### config.mk
export PLATFORM = sky130hd
export DESIGN_NAME = gray_tone_range_quantizer
export DESIGN_NICKNAME = d
export VERILOG_FILES = /design/src/rtl/gtrq_pkg.sv /design/src/rtl/gtrq_divider.sv /design/src/rtl/gtrq_sequencer.sv /design/src/rtl/gray_tone_range_quantizer.sv
export SDC_FILE = /design/constraint.sdc
export NUM_CORES = 1
export LEC_CHECK = 0
export BUFFER_PORTS_ARGS = -buffer_cell sky130_fd_sc_hd__buf_2
export CORE_UTILIZATION = 55
export DETAILED_ROUTE_END_ITERATION = 16
export GPL_TIMING_DRIVEN = 0
export PLACE_DENSITY = 0.71
export REMOVE_ABC_BUFFERS = 1
export SYNTH_ARGS = -nofsm -noshare
export SYNTH_HDL_FRONTEND = slang
export SYNTH_HIERARCHICAL = 1
export SYNTH_SLANG_ARGS = --single-unit
### constraint.sdc
create_clock -name clk -period 21.3 [get_ports clk]
set_input_delay 1.065 -clock clk [delete_from_list [all_inputs] [get_ports clk]]
set_output_delay 1.065 -clock clk [all_outputs]
set_load 0.005 [all_outputs]
### src/rtl/gtrq_pkg.sv
// Types, constants and the control store for the gray tone range quantizer.
// Depends on nothing; used by every module of the block.
package gtrq_pkg;

	localparam int PIX_W   = 8;
	localparam int TONE_W  = 9;
	localparam int RANGE_W = 10;
	localparam int DIVD_W  = 18;
	localparam int DIVS_W  = 10;
	localparam int ITER    = DIVD_W / 2;
	localparam int CNT_W   = 4;
	localparam int PC_W    = 4;
	localparam int ALPHA_W = 10;
	localparam int QSUM_W  = 19;

	localparam logic [TONE_W-1:0] TONE_RESET = 9'd256;
	localparam logic [PIX_W-1:0]  MIN_RESET  = 8'd255;
	localparam logic [PIX_W-1:0]  MAX_RESET  = 8'd0;

	// Item operation codes
	localparam logic OP_SCAN = 1'b0;
	localparam logic OP_MAP  = 1'b1;

	typedef enum logic [3:0] {
		DP_NOP,
		DP_RANGE,
		DP_LOAD1,
		DP_STEP,
		DP_ALPHA,
		DP_LOAD2,
		DP_EMIT_Q,
		DP_EMIT_P,
		DP_SCAN
	} dp_op_t;

	typedef enum logic [1:0] {
		JMP_NONE,
		JMP_SCAN,
		JMP_NOT_LESS,
		JMP_NOT_LAST
	} jmp_t;

	typedef struct packed {
		dp_op_t           op;
		jmp_t             jmp;
		logic [PC_W-1:0]  target;
		logic             last;
	} ctrl_word_t;

	typedef struct packed {
		logic is_scan;
		logic not_less;
		logic div_last;
	} status_t;

	localparam logic [PC_W-1:0] A_ENTRY = 4'd0;
	localparam logic [PC_W-1:0] A_TEST  = 4'd1;
	localparam logic [PC_W-1:0] A_LOAD1 = 4'd2;
	localparam logic [PC_W-1:0] A_DIV1  = 4'd3;
	localparam logic [PC_W-1:0] A_ALPHA = 4'd4;
	localparam logic [PC_W-1:0] A_LOAD2 = 4'd5;
	localparam logic [PC_W-1:0] A_DIV2  = 4'd6;
	localparam logic [PC_W-1:0] A_EMITQ = 4'd7;
	localparam logic [PC_W-1:0] A_PASS  = 4'd8;
	localparam logic [PC_W-1:0] A_SCAN  = 4'd9;

	localparam ctrl_word_t IDLE_WORD = '{op: DP_NOP, jmp: JMP_NONE, target: A_ENTRY, last: 1'b0};

	// Microprogram: one control word per step
	function automatic ctrl_word_t rom_word(input logic [PC_W-1:0] pc);
		ctrl_word_t w;
		w = IDLE_WORD;
		unique case (pc)
			A_ENTRY: w = '{op: DP_RANGE,  jmp: JMP_SCAN,     target: A_SCAN,  last: 1'b0};
			A_TEST:  w = '{op: DP_NOP,    jmp: JMP_NOT_LESS, target: A_PASS,  last: 1'b0};
			A_LOAD1: w = '{op: DP_LOAD1,  jmp: JMP_NONE,     target: A_ENTRY, last: 1'b0};
			A_DIV1:  w = '{op: DP_STEP,   jmp: JMP_NOT_LAST, target: A_DIV1,  last: 1'b0};
			A_ALPHA: w = '{op: DP_ALPHA,  jmp: JMP_NONE,     target: A_ENTRY, last: 1'b0};
			A_LOAD2: w = '{op: DP_LOAD2,  jmp: JMP_NONE,     target: A_ENTRY, last: 1'b0};
			A_DIV2:  w = '{op: DP_STEP,   jmp: JMP_NOT_LAST, target: A_DIV2,  last: 1'b0};
			A_EMITQ: w = '{op: DP_EMIT_Q, jmp: JMP_NONE,     target: A_ENTRY, last: 1'b1};
			A_PASS:  w = '{op: DP_EMIT_P, jmp: JMP_NONE,     target: A_ENTRY, last: 1'b1};
			A_SCAN:  w = '{op: DP_SCAN,   jmp: JMP_NONE,     target: A_ENTRY, last: 1'b1};
			default: w = '{op: DP_NOP,    jmp: JMP_NONE,     target: A_ENTRY, last: 1'b1};
		endcase
		return w;
	endfunction

endpackage

### src/rtl/gtrq_divider.sv
// Unsigned restoring divider, two quotient bits per cycle while step is asserted.
// Depends on gtrq_pkg for widths and the iteration count.
module gtrq_divider (
	input  logic                           clk,
	input  logic                           arst_n,
	input  logic                           load,
	input  logic                           step,
	input  logic [gtrq_pkg::DIVD_W-1:0]    dividend,
	input  logic [gtrq_pkg::DIVS_W-1:0]    divisor,
	output logic [gtrq_pkg::DIVD_W-1:0]    quot,
	output logic                           rem_nz,
	output logic                           last
);

	logic [gtrq_pkg::DIVD_W-1:0] acc_q;
	logic [gtrq_pkg::DIVS_W-1:0] rem_q;
	logic [gtrq_pkg::DIVS_W-1:0] div_q;
	logic [gtrq_pkg::CNT_W-1:0]  cnt_q;

	logic [gtrq_pkg::DIVS_W:0]   r1, r2, d1, d2;
	logic                        ge1, ge2;
	logic [gtrq_pkg::DIVS_W-1:0] r1s, r2s;

	always_comb begin
		r1  = {rem_q, acc_q[gtrq_pkg::DIVD_W-1]};
		d1  = r1 - {1'b0, div_q};
		ge1 = r1 >= {1'b0, div_q};
		r1s = ge1 ? d1[gtrq_pkg::DIVS_W-1:0] : r1[gtrq_pkg::DIVS_W-1:0];
		r2  = {r1s, acc_q[gtrq_pkg::DIVD_W-2]};
		d2  = r2 - {1'b0, div_q};
		ge2 = r2 >= {1'b0, div_q};
		r2s = ge2 ? d2[gtrq_pkg::DIVS_W-1:0] : r2[gtrq_pkg::DIVS_W-1:0];
	end

	always_ff @(posedge clk or negedge arst_n) begin
		if (!arst_n) begin
			cnt_q <= '0;
		end else if (load) begin
			cnt_q <= '0;
		end else if (step) begin
			cnt_q <= cnt_q + 1'b1;
		end
	end

	always_ff @(posedge clk) begin
		if (load) begin
			acc_q <= dividend;
			rem_q <= '0;
			div_q <= divisor;
		end else if (step) begin
			acc_q <= {acc_q[gtrq_pkg::DIVD_W-3:0], ge1, ge2};
			rem_q <= r2s;
		end
	end

	assign quot   = acc_q;
	assign rem_nz = rem_q != '0;
	assign last   = cnt_q == gtrq_pkg::CNT_W'(gtrq_pkg::ITER - 1);

endmodule

### src/rtl/gtrq_sequencer.sv
// Step counter and control store: issues one control word per cycle.
// Depends on gtrq_pkg for the microprogram and the control types.
module gtrq_sequencer (
	input  logic                  clk,
	input  logic                  arst_n,
	input  logic                  accept,
	input  gtrq_pkg::status_t     status,
	output gtrq_pkg::ctrl_word_t  ctrl,
	output logic                  busy
);

	logic [gtrq_pkg::PC_W-1:0] pc_q;
	logic                      busy_q;
	gtrq_pkg::ctrl_word_t      word;
	logic                      taken;

	always_comb begin
		word  = gtrq_pkg::rom_word(pc_q);
		taken = 1'b0;
		unique case (word.jmp)
			gtrq_pkg::JMP_NONE:     taken = 1'b0;
			gtrq_pkg::JMP_SCAN:     taken = status.is_scan;
			gtrq_pkg::JMP_NOT_LESS: taken = status.not_less;
			gtrq_pkg::JMP_NOT_LAST: taken = !status.div_last;
			default:                taken = 1'b0;
		endcase
	end

	always_ff @(posedge clk or negedge arst_n) begin
		if (!arst_n) begin
			pc_q   <= gtrq_pkg::A_ENTRY;
			busy_q <= 1'b0;
		end else if (accept) begin
			pc_q   <= gtrq_pkg::A_ENTRY;
			busy_q <= 1'b1;
		end else if (busy_q) begin
			if (word.last) begin
				pc_q   <= gtrq_pkg::A_ENTRY;
				busy_q <= 1'b0;
			end else begin
				pc_q <= taken ? word.target : pc_q + 1'b1;
			end
		end
	end

	assign ctrl = busy_q ? word : gtrq_pkg::IDLE_WORD;
	assign busy = busy_q;

	// Idle sequencer parks at the entry step
	a_idle_parked: assert property (@(posedge clk) disable iff (!arst_n)
		!busy_q |-> pc_q == gtrq_pkg::A_ENTRY)
		else $error("sequencer idle away from entry step");

	a_pc_in_program: assert property (@(posedge clk) disable iff (!arst_n)
		busy_q |-> pc_q <= gtrq_pkg::A_SCAN)
		else $error("step counter left the program");

	a_last_ends: assert property (@(posedge clk) disable iff (!arst_n)
		(busy_q && word.last && !accept) |=> !busy_q)
		else $error("program did not end on its last word");

endmodule

### src/rtl/gray_tone_range_quantizer.sv
// Gray tone range quantizer top level: datapath registers and arithmetic.
// Depends on gtrq_pkg, gtrq_sequencer and gtrq_divider.
// A map item shows its result after two divisions on the shared divider when it is
// quantized, and without any division when it passes through.
// A scan item gives no result; start may follow in the cycle done shows.
// Reset: tone_count 256, minimum 255, maximum 0, sequencer idle; results cannot be stalled.
module gray_tone_range_quantizer (
	input  logic                         clk,
	input  logic                         arst_n,
	input  logic                         start,
	output logic                         busy,
	input  logic                         operation,
	input  logic                         first_of_frame,
	input  logic [gtrq_pkg::PIX_W-1:0]   pixel_value,
	input  logic                         cfg_we,
	input  logic [gtrq_pkg::TONE_W-1:0]  cfg_wdata,
	output logic                         done,
	output logic [gtrq_pkg::PIX_W-1:0]   quant_tone
);

	gtrq_pkg::ctrl_word_t ctrl;
	gtrq_pkg::status_t    status;
	logic                 accept;

	logic                                op_q, first_q;
	logic [gtrq_pkg::PIX_W-1:0]          pix_q;
	logic [gtrq_pkg::TONE_W-1:0]         tone_q;
	logic [gtrq_pkg::PIX_W-1:0]          min_q, max_q;
	logic signed [gtrq_pkg::RANGE_W-1:0] range_q;
	logic                                neg1_q, neg2_q;
	logic signed [gtrq_pkg::ALPHA_W-1:0] alpha_q;
	logic [gtrq_pkg::PIX_W-1:0]          quant_q;
	logic                                done_q;

	logic [gtrq_pkg::DIVD_W-1:0]         quot;
	logic                                rem_nz, div_last;
	logic [gtrq_pkg::DIVD_W-1:0]         dividend;
	logic [gtrq_pkg::DIVS_W-1:0]         divisor;
	logic                                div_load;

	logic [gtrq_pkg::TONE_W-1:0]         n_eff;
	logic signed [8:0]                   diff;
	logic signed [9:0]                   t1;
	logic [8:0]                          mag1;
	logic signed [10:0]                  t2;
	logic [10:0]                         mag2;
	logic [9:0]                          a_mag;
	logic [gtrq_pkg::DIVD_W-1:0]         f_mag;
	logic signed [gtrq_pkg::QSUM_W-1:0]  f_val, q_sum;
	logic [gtrq_pkg::PIX_W-1:0]          q_sat;
	logic [gtrq_pkg::PIX_W-1:0]          base_min, base_max;

	assign accept = start && !busy;

	gtrq_sequencer u_seq (
		.clk    (clk),
		.arst_n (arst_n),
		.accept (accept),
		.status (status),
		.ctrl   (ctrl),
		.busy   (busy)
	);

	always_comb begin
		// a zero tone count acts as one
		n_eff = (tone_q == '0) ? 9'd1 : tone_q;

		diff = $signed({1'b0, pix_q}) - $signed({1'b0, min_q});
		t1   = {diff, 1'b1};
		mag1 = t1[9] ? 9'(-t1) : t1[8:0];

		t2   = {alpha_q, 1'b1};
		mag2 = t2[10] ? 11'(-t2) : 11'(t2);

		a_mag = quot[9:0] + {9'd0, neg1_q & rem_nz};
		f_mag = quot + {{(gtrq_pkg::DIVD_W-1){1'b0}}, neg2_q & rem_nz};
		f_val = neg2_q ? -$signed({1'b0, f_mag}) : $signed({1'b0, f_mag});
		q_sum = $signed({{(gtrq_pkg::QSUM_W-gtrq_pkg::PIX_W){1'b0}}, min_q}) + f_val;
		if (q_sum < 0) begin
			q_sat = 8'd0;
		end else if (q_sum > 19'sd255) begin
			q_sat = 8'd255;
		end else begin
			q_sat = q_sum[7:0];
		end

		base_min = first_q ? gtrq_pkg::MIN_RESET : min_q;
		base_max = first_q ? gtrq_pkg::MAX_RESET : max_q;

		// n is below the range here, so it fits in eight bits
		div_load = 1'b0;
		dividend = '0;
		divisor  = '0;
		case (ctrl.op)
			gtrq_pkg::DP_LOAD1: begin
				div_load = 1'b1;
				dividend = gtrq_pkg::DIVD_W'(mag1 * n_eff[7:0]);
				divisor  = {range_q[8:0], 1'b0};
			end
			gtrq_pkg::DP_LOAD2: begin
				div_load = 1'b1;
				dividend = gtrq_pkg::DIVD_W'(mag2[8:0] * range_q[8:0]);
				divisor  = {n_eff, 1'b0};
			end
			default: begin
				div_load = 1'b0;
			end
		endcase

		status.is_scan  = (op_q == gtrq_pkg::OP_SCAN);
		status.not_less = !($signed({1'b0, n_eff}) < range_q);
		status.div_last = div_last;
	end

	gtrq_divider u_div (
		.clk      (clk),
		.arst_n   (arst_n),
		.load     (div_load),
		.step     (ctrl.op == gtrq_pkg::DP_STEP),
		.dividend (dividend),
		.divisor  (divisor),
		.quot     (quot),
		.rem_nz   (rem_nz),
		.last     (div_last)
	);

	always_ff @(posedge clk or negedge arst_n) begin
		if (!arst_n) begin
			tone_q <= gtrq_pkg::TONE_RESET;
			min_q  <= gtrq_pkg::MIN_RESET;
			max_q  <= gtrq_pkg::MAX_RESET;
			done_q <= 1'b0;
		end else begin
			if (cfg_we) begin
				tone_q <= cfg_wdata;
			end
			case (ctrl.op) inside
				gtrq_pkg::DP_SCAN: begin
					min_q  <= (pix_q < base_min) ? pix_q : base_min;
					max_q  <= (pix_q > base_max) ? pix_q : base_max;
					done_q <= 1'b0;
				end
				gtrq_pkg::DP_EMIT_Q, gtrq_pkg::DP_EMIT_P: begin
					done_q <= 1'b1;
				end
				default: begin
					done_q <= 1'b0;
				end
			endcase
		end
	end

	always_ff @(posedge clk) begin
		if (accept) begin
			op_q    <= operation;
			first_q <= first_of_frame;
			pix_q   <= pixel_value;
		end
		case (ctrl.op)
			gtrq_pkg::DP_RANGE: begin
				range_q <= $signed({2'b00, max_q}) - $signed({2'b00, min_q}) + 10'sd1;
			end
			gtrq_pkg::DP_LOAD1: begin
				neg1_q <= t1[9];
			end
			gtrq_pkg::DP_ALPHA: begin
				// floor of a negative quotient rounds away from zero
				alpha_q <= neg1_q ? -$signed(a_mag) : $signed(a_mag);
			end
			gtrq_pkg::DP_LOAD2: begin
				neg2_q <= alpha_q[gtrq_pkg::ALPHA_W-1];
			end
			gtrq_pkg::DP_EMIT_Q: begin
				quant_q <= q_sat;
			end
			gtrq_pkg::DP_EMIT_P: begin
				quant_q <= pix_q;
			end
			default: begin
				quant_q <= quant_q;
			end
		endcase
	end

	assign done       = done_q;
	assign quant_tone = quant_q;

	a_done_after_busy: assert property (@(posedge clk) disable iff (!arst_n)
		done |-> !busy && $past(busy))
		else $error("result strobe without a finished item");

	a_scan_no_result: assert property (@(posedge clk) disable iff (!arst_n)
		(busy && op_q == gtrq_pkg::OP_SCAN) |=> !done)
		else $error("scan item produced a result");

	a_start_takes: assert property (@(posedge clk) disable iff (!arst_n)
		accept |=> busy)
		else $error("start transfer not taken up");

	a_scan_order: assert property (@(posedge clk) disable iff (!arst_n)
		$past(ctrl.op == gtrq_pkg::DP_SCAN) |-> min_q <= max_q)
		else $error("tone range inverted after a scan");

endmodule
======== Yosys cells after proc, flatten, opt, wreduce, memory -nomap -nowiden ========
Memory sizes are Yosys's and may differ from the RTL's.
Index checks and enable logic that the tools add are counted.
W data, S select, Z words.
word-level totals
  bits in registers ....................... 113
  latch bits .............................. 0
  bits in writable memories ............... 0
  ROM bits ................................ 176
  input port bits ......................... 23
  word-level logic and storage cells ...... 101
  memories kept ........................... 1
cells by class
  add/subtract/negate cells ............... 14
  multipliers ............................. 2
  divide/modulo/power cells ............... 0
  order comparisons ....................... 7
  equal/unequal tests ..................... 12
  shift operators ......................... 0
  multiplexer cells ....................... 32
  bitwise operators ....................... 3
  reductions and logical operators ........ 12
memories
  memory            depth  width  rd ports  clocked after memory_dff  wr ports  line            text
  (name not given)  16     11     1         0                         0         gtrq_pkg.sv:73  unique case (pc)
operators with widths
  kind                    count
  $mux W8                 6
  $mux W18                2
  $pmux W18 S2            1
  $mux W10                3
  $mux W9                 3
  $mux W4                 6
  $ge A11 B10 Y1          2
  $pmux W10 S2            1
  $sub A10 B10 Y10        2
  $add A9 B19 Y19         1
  $gt A19 B9 Y1 const B   1
  $lt A19 B1 Y1 const B   1
  $mux W19                1
  $neg A18 Y19            1
  $add A18 B1 Y18         1
  $mul A9 B9 Y18          1
  $neg A9 Y9              2
  $sub A8 B8 Y9           2
  $mul A9 B8 Y17          1
  $eq A4 B3 Y1 const B    4
  $pmux W8 S2             1
  $mux W11                1
  $add A10 B1 Y10         1
  $add A9 B2 Y10 const B  1
  other kinds (21)        36

======== Depth between registers and ports, before layout ========
Gate-level depths: netlist (run 1).
  depth in word-level cells ............... 10
  depth in mapped cells ................... 32
  depth with buffers taken out ............ 32

======== By module ========
Netlist (run 1), hierarchy kept.
by module, submodules not included
  module                     instances  cells each  area each (µm²)  seq. area each (µm²)
  gray_tone_range_quantizer  1          1,210       10,790.3         1,833.0
  gtrq_divider               1          269         2,812.7          1,141.1
  gtrq_sequencer             1          70          570.5            125.1

======== Least setup slack after synthesis (run 1) ========
OpenSTA, ideal clock, no wires.
  path type ............................... reg-to-reg
  start point ............................. register min_q[0] (netlist bit)
  end point ............................... register u_div.acc_q, in the netlist u_div/quot[15] (data pin)
  setup time .............................. 260 ps
  arrival time ............................ 6,997 ps
  path slack .............................. 14,043 ps
  stages on the path, launching flop included .. 30
  path buffers ............................ 0
  clock period less this slack ............ 7,257 ps
  path through ............................ dfstp_2 ha_1 inv_1 fa_1 nand2_1 nand2_1 a21oi_1 o21ai_0 a21oi_1 o21bai_1 a21oi_1 xnor2_1 and2_1 fa_1 fa_1 inv_1 fa_1 fa_1 inv_1 ha_1 a21oi_1 o21bai_1 a21oi_1 o21bai_1 a21oi_1 o21ai_0 o41ai_1 xor2_1 o22ai_1 mux2_2
between the ends
  elaborated cells on any way between the ends .. 6
  classes of those cells .................. add/sub: 2; mul: 1; mux: 3
RTL lines
  what                          line                              text
  start, declared               gray_tone_range_quantizer.sv:28   logic [gtrq_pkg::PIX_W-1:0] min_q, max_q;
  start signal, assigned        gray_tone_range_quantizer.sv:130  min_q <= gtrq_pkg::MIN_RESET;
  start signal, assigned        gray_tone_range_quantizer.sv:139  min_q <= (pix_q < base_min) ? pix_q : base_min;
  $sub A8 B8 Y9                 gray_tone_range_quantizer.sv:68   diff = $signed({1'b0, pix_q}) - $signed({1'b0, min_q});
  named net diff[8]             gray_tone_range_quantizer.sv:42   logic signed [8:0] diff;
  $mux W9                       gray_tone_range_quantizer.sv:70   mag1 = t1[9] ? 9'(-t1) : t1[8:0];
  $mul A9 B8 Y17                gray_tone_range_quantizer.sv:97   dividend = gtrq_pkg::DIVD_W'(mag1 * n_eff[7:0]);
  $pmux W18 S2                  gray_tone_range_quantizer.sv:94   case (ctrl.op)
  named net dividend (one bit)  gray_tone_range_quantizer.sv:37   logic [gtrq_pkg::DIVD_W-1:0] dividend;
  $mux W18                      gtrq_divider.sv:46                if (load) begin
  end signal, assigned          gtrq_divider.sv:47                acc_q <= dividend;
  end signal, assigned          gtrq_divider.sv:51                acc_q <= {acc_q[gtrq_pkg::DIVD_W-3:0], ge1, ge2};
  end, declared                 gtrq_divider.sv:15                logic [gtrq_pkg::DIVD_W-1:0] acc_q;
The timed path passes the listed nets, and every way through them passes these cells.
A chain may end at the register's enable or synchronous reset.

======== Final worst setup path (run 1) ========
  start point ............................. register pix_q[0] (netlist bit)
  end point ............................... register u_div.acc_q, in the netlist u_div/quot[15] (data pin)
between the ends
  elaborated cells on any way between the ends .. 6
  classes of those cells .................. add/sub: 2; mul: 1; mux: 3
RTL lines
  what                          line                              text
  start, declared               gray_tone_range_quantizer.sv:26   logic [gtrq_pkg::PIX_W-1:0] pix_q;
  start signal, assigned        gray_tone_range_quantizer.sv:157  pix_q <= pixel_value;
  $sub A8 B8 Y9                 gray_tone_range_quantizer.sv:68
  named net diff[8]             gray_tone_range_quantizer.sv:42
  $mux W9                       gray_tone_range_quantizer.sv:70
  $mul A9 B8 Y17                gray_tone_range_quantizer.sv:97
  $pmux W18 S2                  gray_tone_range_quantizer.sv:94
  named net dividend (one bit)  gray_tone_range_quantizer.sv:37
  $mux W18                      gtrq_divider.sv:46
The timed path passes the listed nets, and every way through them passes these cells.

==> results of run 1 <==
area by class of cell:
class	instances	share of cell area
clock buffers	10	0.0156
clock inverters	6	0.00357
inverters	194	0.0495
multi-input cells	1177	0.682
flip-flops and latches	112	0.211
well taps	330	0.0280
repair buffers	32	0.0109
how the worst max path moves through the flow:
stage	from	endpoint	slack (ns)
floorplan	min_q[0]$_DFFE_PN1N_	u_div/quot[15]$_DFFE_PP_	14.03
global placement	pix_q[0]$_DFFE_PP_	u_div/quot[15]$_DFFE_PP_	12.83
detailed placement	pix_q[0]$_DFFE_PP_	u_div/quot[15]$_DFFE_PP_	12.75
CTS	pix_q[0]$_DFFE_PP_	u_div/quot[15]$_DFFE_PP_	12.70
global route	pix_q[0]$_DFFE_PP_	u_div/quot[15]$_DFFE_PP_	12.15
finish	pix_q[0]$_DFFE_PP_	u_div/quot[15]$_DFFE_PP_	12.65
flip-flops by register name, summed over array words and instances (netlist names), 4 cells and up:
| register | count |
|---|---|
| min_q | 8 |
| max_q | 8 |
| alpha_q | 9 |
| range_q | 10 |
| u_div/cnt_q | 4 |
| u_div/div_q | 10 |
| u_seq/pc_q | 4 |
| pix_q | 8 |
| tone_q | 9 |
| u_div/rem_q | 10 |
| u_div/quot | 18 |
| quant_tone | 8 |
worst register-to-register path, delay by kind of cell, from the launching register on:
kind                       cells  cell delay (ns)
muxes                          1             0.34
buffers and inverters          4             0.33
adders and majority gates      7             2.89
xor gates and xnor gates       2             0.79
AOI/OAI and AO/OA             13             3.12
and+or+nand+nor                3             0.48
DFF                            1             0.46
metrics by stage:
step	instances	hold WS, ns	worst slack [ns]	instance area [um2]	util
after floorplan	1483	0.461	14.03	13900	-
after global placement	1845	0.485	12.83	14400	0.573
after detailed placement	1845	0.490	12.75	14400	0.573
after CTS	1861	0.506	12.70	14700	0.585
after global routing	1861	0.535	12.15	14700	0.585
final	1861	0.506	12.65	14700	0.585
metal layers:
layer / share of wire / vias up
li1: - / 5279
met1: 0.45 / 5296
met2: 0.49 / 237
met3: 0.037 / 42
met4: 0.020 / 0
met5: 0 / -
==> flow_summary.yaml, run 1 <==
cts:
  ctsHoldBuffers: 0
  cts_tree: "yes"
  ctsHtreeMaxLevel: 3
  cts_root_buffer: "clkbuf_16"
  cts_sinks: 112
  post-cts-setup-buffers: 0
  max-clock-path-buffers: 2
  clk_transition_reported_paths_ns: 0.08
  clkLatencyLatePin_ns: 0.36
  number_of_buffers_created_by_cts: 9
  cts_resized: 0
cells_and_area:
  most-common-layout-cells: "inv_1, ha_1, nand2_1"
  layout.filler_cells: 2237
  final_common_cell: "inv_1"
  area_delta_synth_final_pct: 4.23
  share_of_cells_above_drive_strength_1: 0.0875
  num-nets-final: 1803
  multi_input_comb_area_um2: 10000
  seqCellArea_um2: 3100
  antennaDiodeCount: 0
flow_run:
  drv.max_cap_violation_count: 0
timing:
  report.final.slew_viol_count: 0
  setup-tns-final_ns: 0
  timing_worst_slew_pin_value_ns: 1.28
  finalWorstPathRequiredPeriod_ns: 8.65
  hold_violations: 0
  final_min_period_over_clock_period: 0.406
  slew_headroom: 0.142
  timing.clock.skew_ns: 0.0105
  rsz0062_at_grt: "false"
  setup_violations: 0
  max_clock_freq_ghz: 0.116
detailed_routing:
  post_drt_wl_per_cell_um: 17.6
  detailroute.via_count: 10900
  drt_first_iter_violations: 555
  drc: 0
  ant_nets: 0
  wirelength_um: 32800
  detail_route.vias_per_cell: 5.83
  number_of_detailed_route_iterations_in_the_first_pass: 6
grt:
  via_count_of_the_first_global_routing_pass: 10900
  grt_start_max_net_pins: 38
  grt_use_met2: 0.452
  wire_length_of_the_first_global_routing_pass_um: 55100
  globalRoute.totalOverflow: 0
  antenna_found_initial: 0
  groute.layer.met3.usage: 0.0255
  grt-busiest-layer: "met2"
  grt_use_total: 0.265
  grtUsageMet1: 0.358
die:
  area_of_the_die_um2: 26300
  floorplan.rows: 58
  boundaryPins: 33
  die_h_um: 162
  floorplan_core_area_um2: 25200
  dieWidth_um: 162
  initial_utilization: 0.561
worst_setup_path:
  end_of_the_worst_register_to_register_path: "u_div/quot[15]$_DFFE_PP_"
  largest_fanout_of_any_net_on_the_critical_path: 8
  r2r_start: "pix_q[0]$_DFFE_PP_"
  setup.worst_path.start_class: "flip-flop"
  critical_path_depth: 30
  worst-r2r-setup-slack_ns: 12.65
  worstSetupEndpointType: "flip-flop"
  criticalPathCategory: "reg -> reg"
  path_common_cell: "a21oi_1"
  worstPathBufferInverterCount: 4
  worstPathRequired_ns: 21.41
  dominant_delay_contributor_by_cell_family_on_the_critical_path: "compound AO/OA/AOI/OAI gates"
  cp_slowest_stage_delay_ns: 0.79
  cp_slowest_cell: "a21oi_1"
  r2r.worst_path.cells: 30
  worst_ep_arrival_time_ns: 8.77
worst_hold_path:
  hold_critical_path_endpoint: "max_q[0]$_DFFE_PN0N_"
  holdCritStartpoint: "max_q[0]$_DFFE_PN0N_"
  class_of_the_tightest_hold_or_removal_check: "reg -> reg"
  hold_depth: 1
place:
  portBuffers: 32
  routabilityCongestion: 0.885
  dp_hpwl_um: 26200
yosys:
  synthesis.area_um2: 14100
  post_syn_instances: 1540
  synth_area_per_cell_um2: 9.17
  yosysWarnings: 6
run_status:
  status: "complete, no violations"
Power of run 1 is not shown: default switching activity piles up to over one toggle a cycle in this logic, so the estimate is an artifact.
==> run 2: changes to the inputs <==
PLACE_DENSITY = 0.74   (was 0.71)
clock period = 7 ns   (was 21.3 ns; I/O delays follow)
==> run 2 against run 1 <==
Compared with the run above:
- clock-buffer cell count decreased by 1
- wire length is 4.2% higher
- critical endpoint is now u_div/quot[14]$_DFFE_PP_
- first-iteration DRC count increased by 39%
- critical path depth grew 2
- sequential cell count is the same
- global-route usage is essentially flat
- register-to-register slack worse by 13 ns
- sequential share of layout area decreased by 1.0 points
- non-clock buffer count increased by 35
- maximum frequency increased by 24%
- via count is 5.2% higher
- setup slack worse by 13 ns
==> flow_summary.yaml, run 2 (synthesized netlist as in run 1, its figures left out) <==
grt:
  via_count_of_the_first_global_routing_pass: 11200
  wire_length_of_the_first_global_routing_pass_um: 55300
  grt_start_max_net_pins: 38
  antenna_found_initial: 0
  globalRoute.totalOverflow: 0
  grt_use_total: 0.264
cells_and_area:
  antennaDiodeCount: 0
  share_of_cells_above_drive_strength_1: 0.155
  area_delta_synth_final_pct: 9.60
  num-nets-final: 1838
  most-common-layout-cells: "inv_1, ha_1, nand2_1"
  largest_register_ffs: 18
  layout.filler_cells: 2015
  final_common_cell: "inv_1"
  layout.cells.non_filler: 1896
cts:
  cts_sinks: 112
  max-clock-path-buffers: 2
  clk_transition_reported_paths_ns: 0.08
  clkLatencyLatePin_ns: 0.37
  ctsHtreeMaxLevel: 3
  cts_tree: "yes"
  cts_root_buffer: "clkbuf_16"
  number_of_buffers_created_by_cts: 9
detailed_routing:
  detailroute.via_count: 11400
  post_drt_wl_per_cell_um: 18.0
  detail_route.vias_per_cell: 6.02
  ant_nets: 0
  number_of_detailed_route_iterations_in_the_first_pass: 7
  drt_first_iter_violations: 769
  drc: 0
  wirelength_um: 34100
worst_setup_path:
  setup.worst_path.start_class: "flip-flop"
  cp_slowest_stage_delay_ns: 0.57
  cp_slowest_cell: "dfstp_2"
  criticalPathCategory: "reg -> reg"
  worstSetupEndpointType: "flip-flop"
  largest_fanout_of_any_net_on_the_critical_path: 5
  worstPathRequired_ns: 7.12
  worst_ep_arrival_time_ns: 7.10
timing:
  setup-tns-final_ns: 0
  slew_headroom: 0.179
  hold-worst-slack_ns: 0.0701
  finalWorstPathRequiredPeriod_ns: 6.98
  max_clock_freq_ghz: 0.143
  timing_worst_slew_pin_value_ns: 1.23
  timing.clock.skew_ns: 0.0156
  hold_violations: 0
  report.final.slew_viol_count: 0
  final_min_period_over_clock_period: 0.997
  setup_violations: 0
die:
  dieWidth_um: 162
  die_h_um: 162
  boundaryPins: 33
  initial_utilization: 0.561
  area_of_the_die_um2: 26300
  floorplan_core_area_um2: 25200
  floorplan.rows: 58
place:
  routabilityCongestion: 0.922
  dp.cells: 1845
  portBuffers: 32
  dp_hpwl_um: 25600
run_status:
  status: "complete, no violations"
flow_run:
  drv.max_cap_violation_count: 0
worst_hold_path:
  class_of_the_tightest_hold_or_removal_check: "in -> async"
[run 2: cell count changes in the layout (fill, tap and decap cells not counted), moves of 8 or more]
cell / before / now
buf_4: 0 / 28
xnor2_1: 84 / 76
inv_1: 194 / 180
a21oi_1: 60 / 52
inv_2: 0 / 14
[run 2: layout make-up]
class	count	area, um2	area share
Clock buffer	9	225	0.0145
Clock inverter	7	76.3	0.00493
Inverter	194	728	0.0470
Multi-Input combinational cell	1177	10500	0.677
Sequential cell	112	3100	0.200
Tap cell	330	413	0.0267
Timing Repair Buffer	67	453	0.0293
[run 2: critical path, delay by kind of cell (launching register included)]
family,cells,cell delay (ns)
AO/OA/AOI/OAI,13,2.34
adder cells (fa/ha/maj),6,2.08
buffers and inverters,7,0.83
flip-flops,1,0.57
multiplexers,1,0.30
AND/OR/NAND/NOR,3,0.29
XOR/XNOR,2,0.29
[run 2: path summary, 6_finish.rpt]
check	depth (start not counted)	slack, ns	from	end
min	1	0.07	arst_n	done$_DFF_PN0_
max	32	0.02	min_q[0]$_DFFE_PN1N_	u_div/quot[14]$_DFFE_PP_
max reg2reg	32	0.02	min_q[0]$_DFFE_PN1N_	u_div/quot[14]$_DFFE_PP_
max in group asynchronous	1	6.41	arst_n	tone_q[1]$_DFFE_PN0P_
min in group clk	1	0.15	pixel_value[1]	pix_q[1]$_DFFE_PP_
min reg2reg	2	0.51	u_div/rem_q[7]$_SDFFE_PP0P_	u_div/rem_q[7]$_SDFFE_PP0P_
[run 2: what timing repair did]
item	4_1_cts	5_1_grt
cloned	0	0
hold buffers	0	0
setup endpoints to repair	10	6
setup buffers	17	18
endpoints found under the hold margin	0	0
gates resized for setup	42	62
pin swaps	15	60
[run 2: metrics by stage]
stage / utilization / setup slack [ns] / cell area [um2]
4_1_cts: 0.599 / -0.0481 / 15100
5_1_grt: 0.615 / -0.108 / 15500
3_3_place_gp: 0.573 / -1.38 / 14400
6_report: 0.615 / 0.0215 / 15500
2_1_floorplan: - / -0.273 / 13900
3_5_place_dp: 0.573 / -1.54 / 14400
[run 2: routing by layer]
layer,track usage,up-vias,share of wire
li1,-,5358,-
met1,0.348,5637,0.43
met2,0.445,357,0.49
met3,0.0258,63,0.048
met4,0.109,0,0.031
met5,0,-,0
Power of run 2 is left out for the same reason.
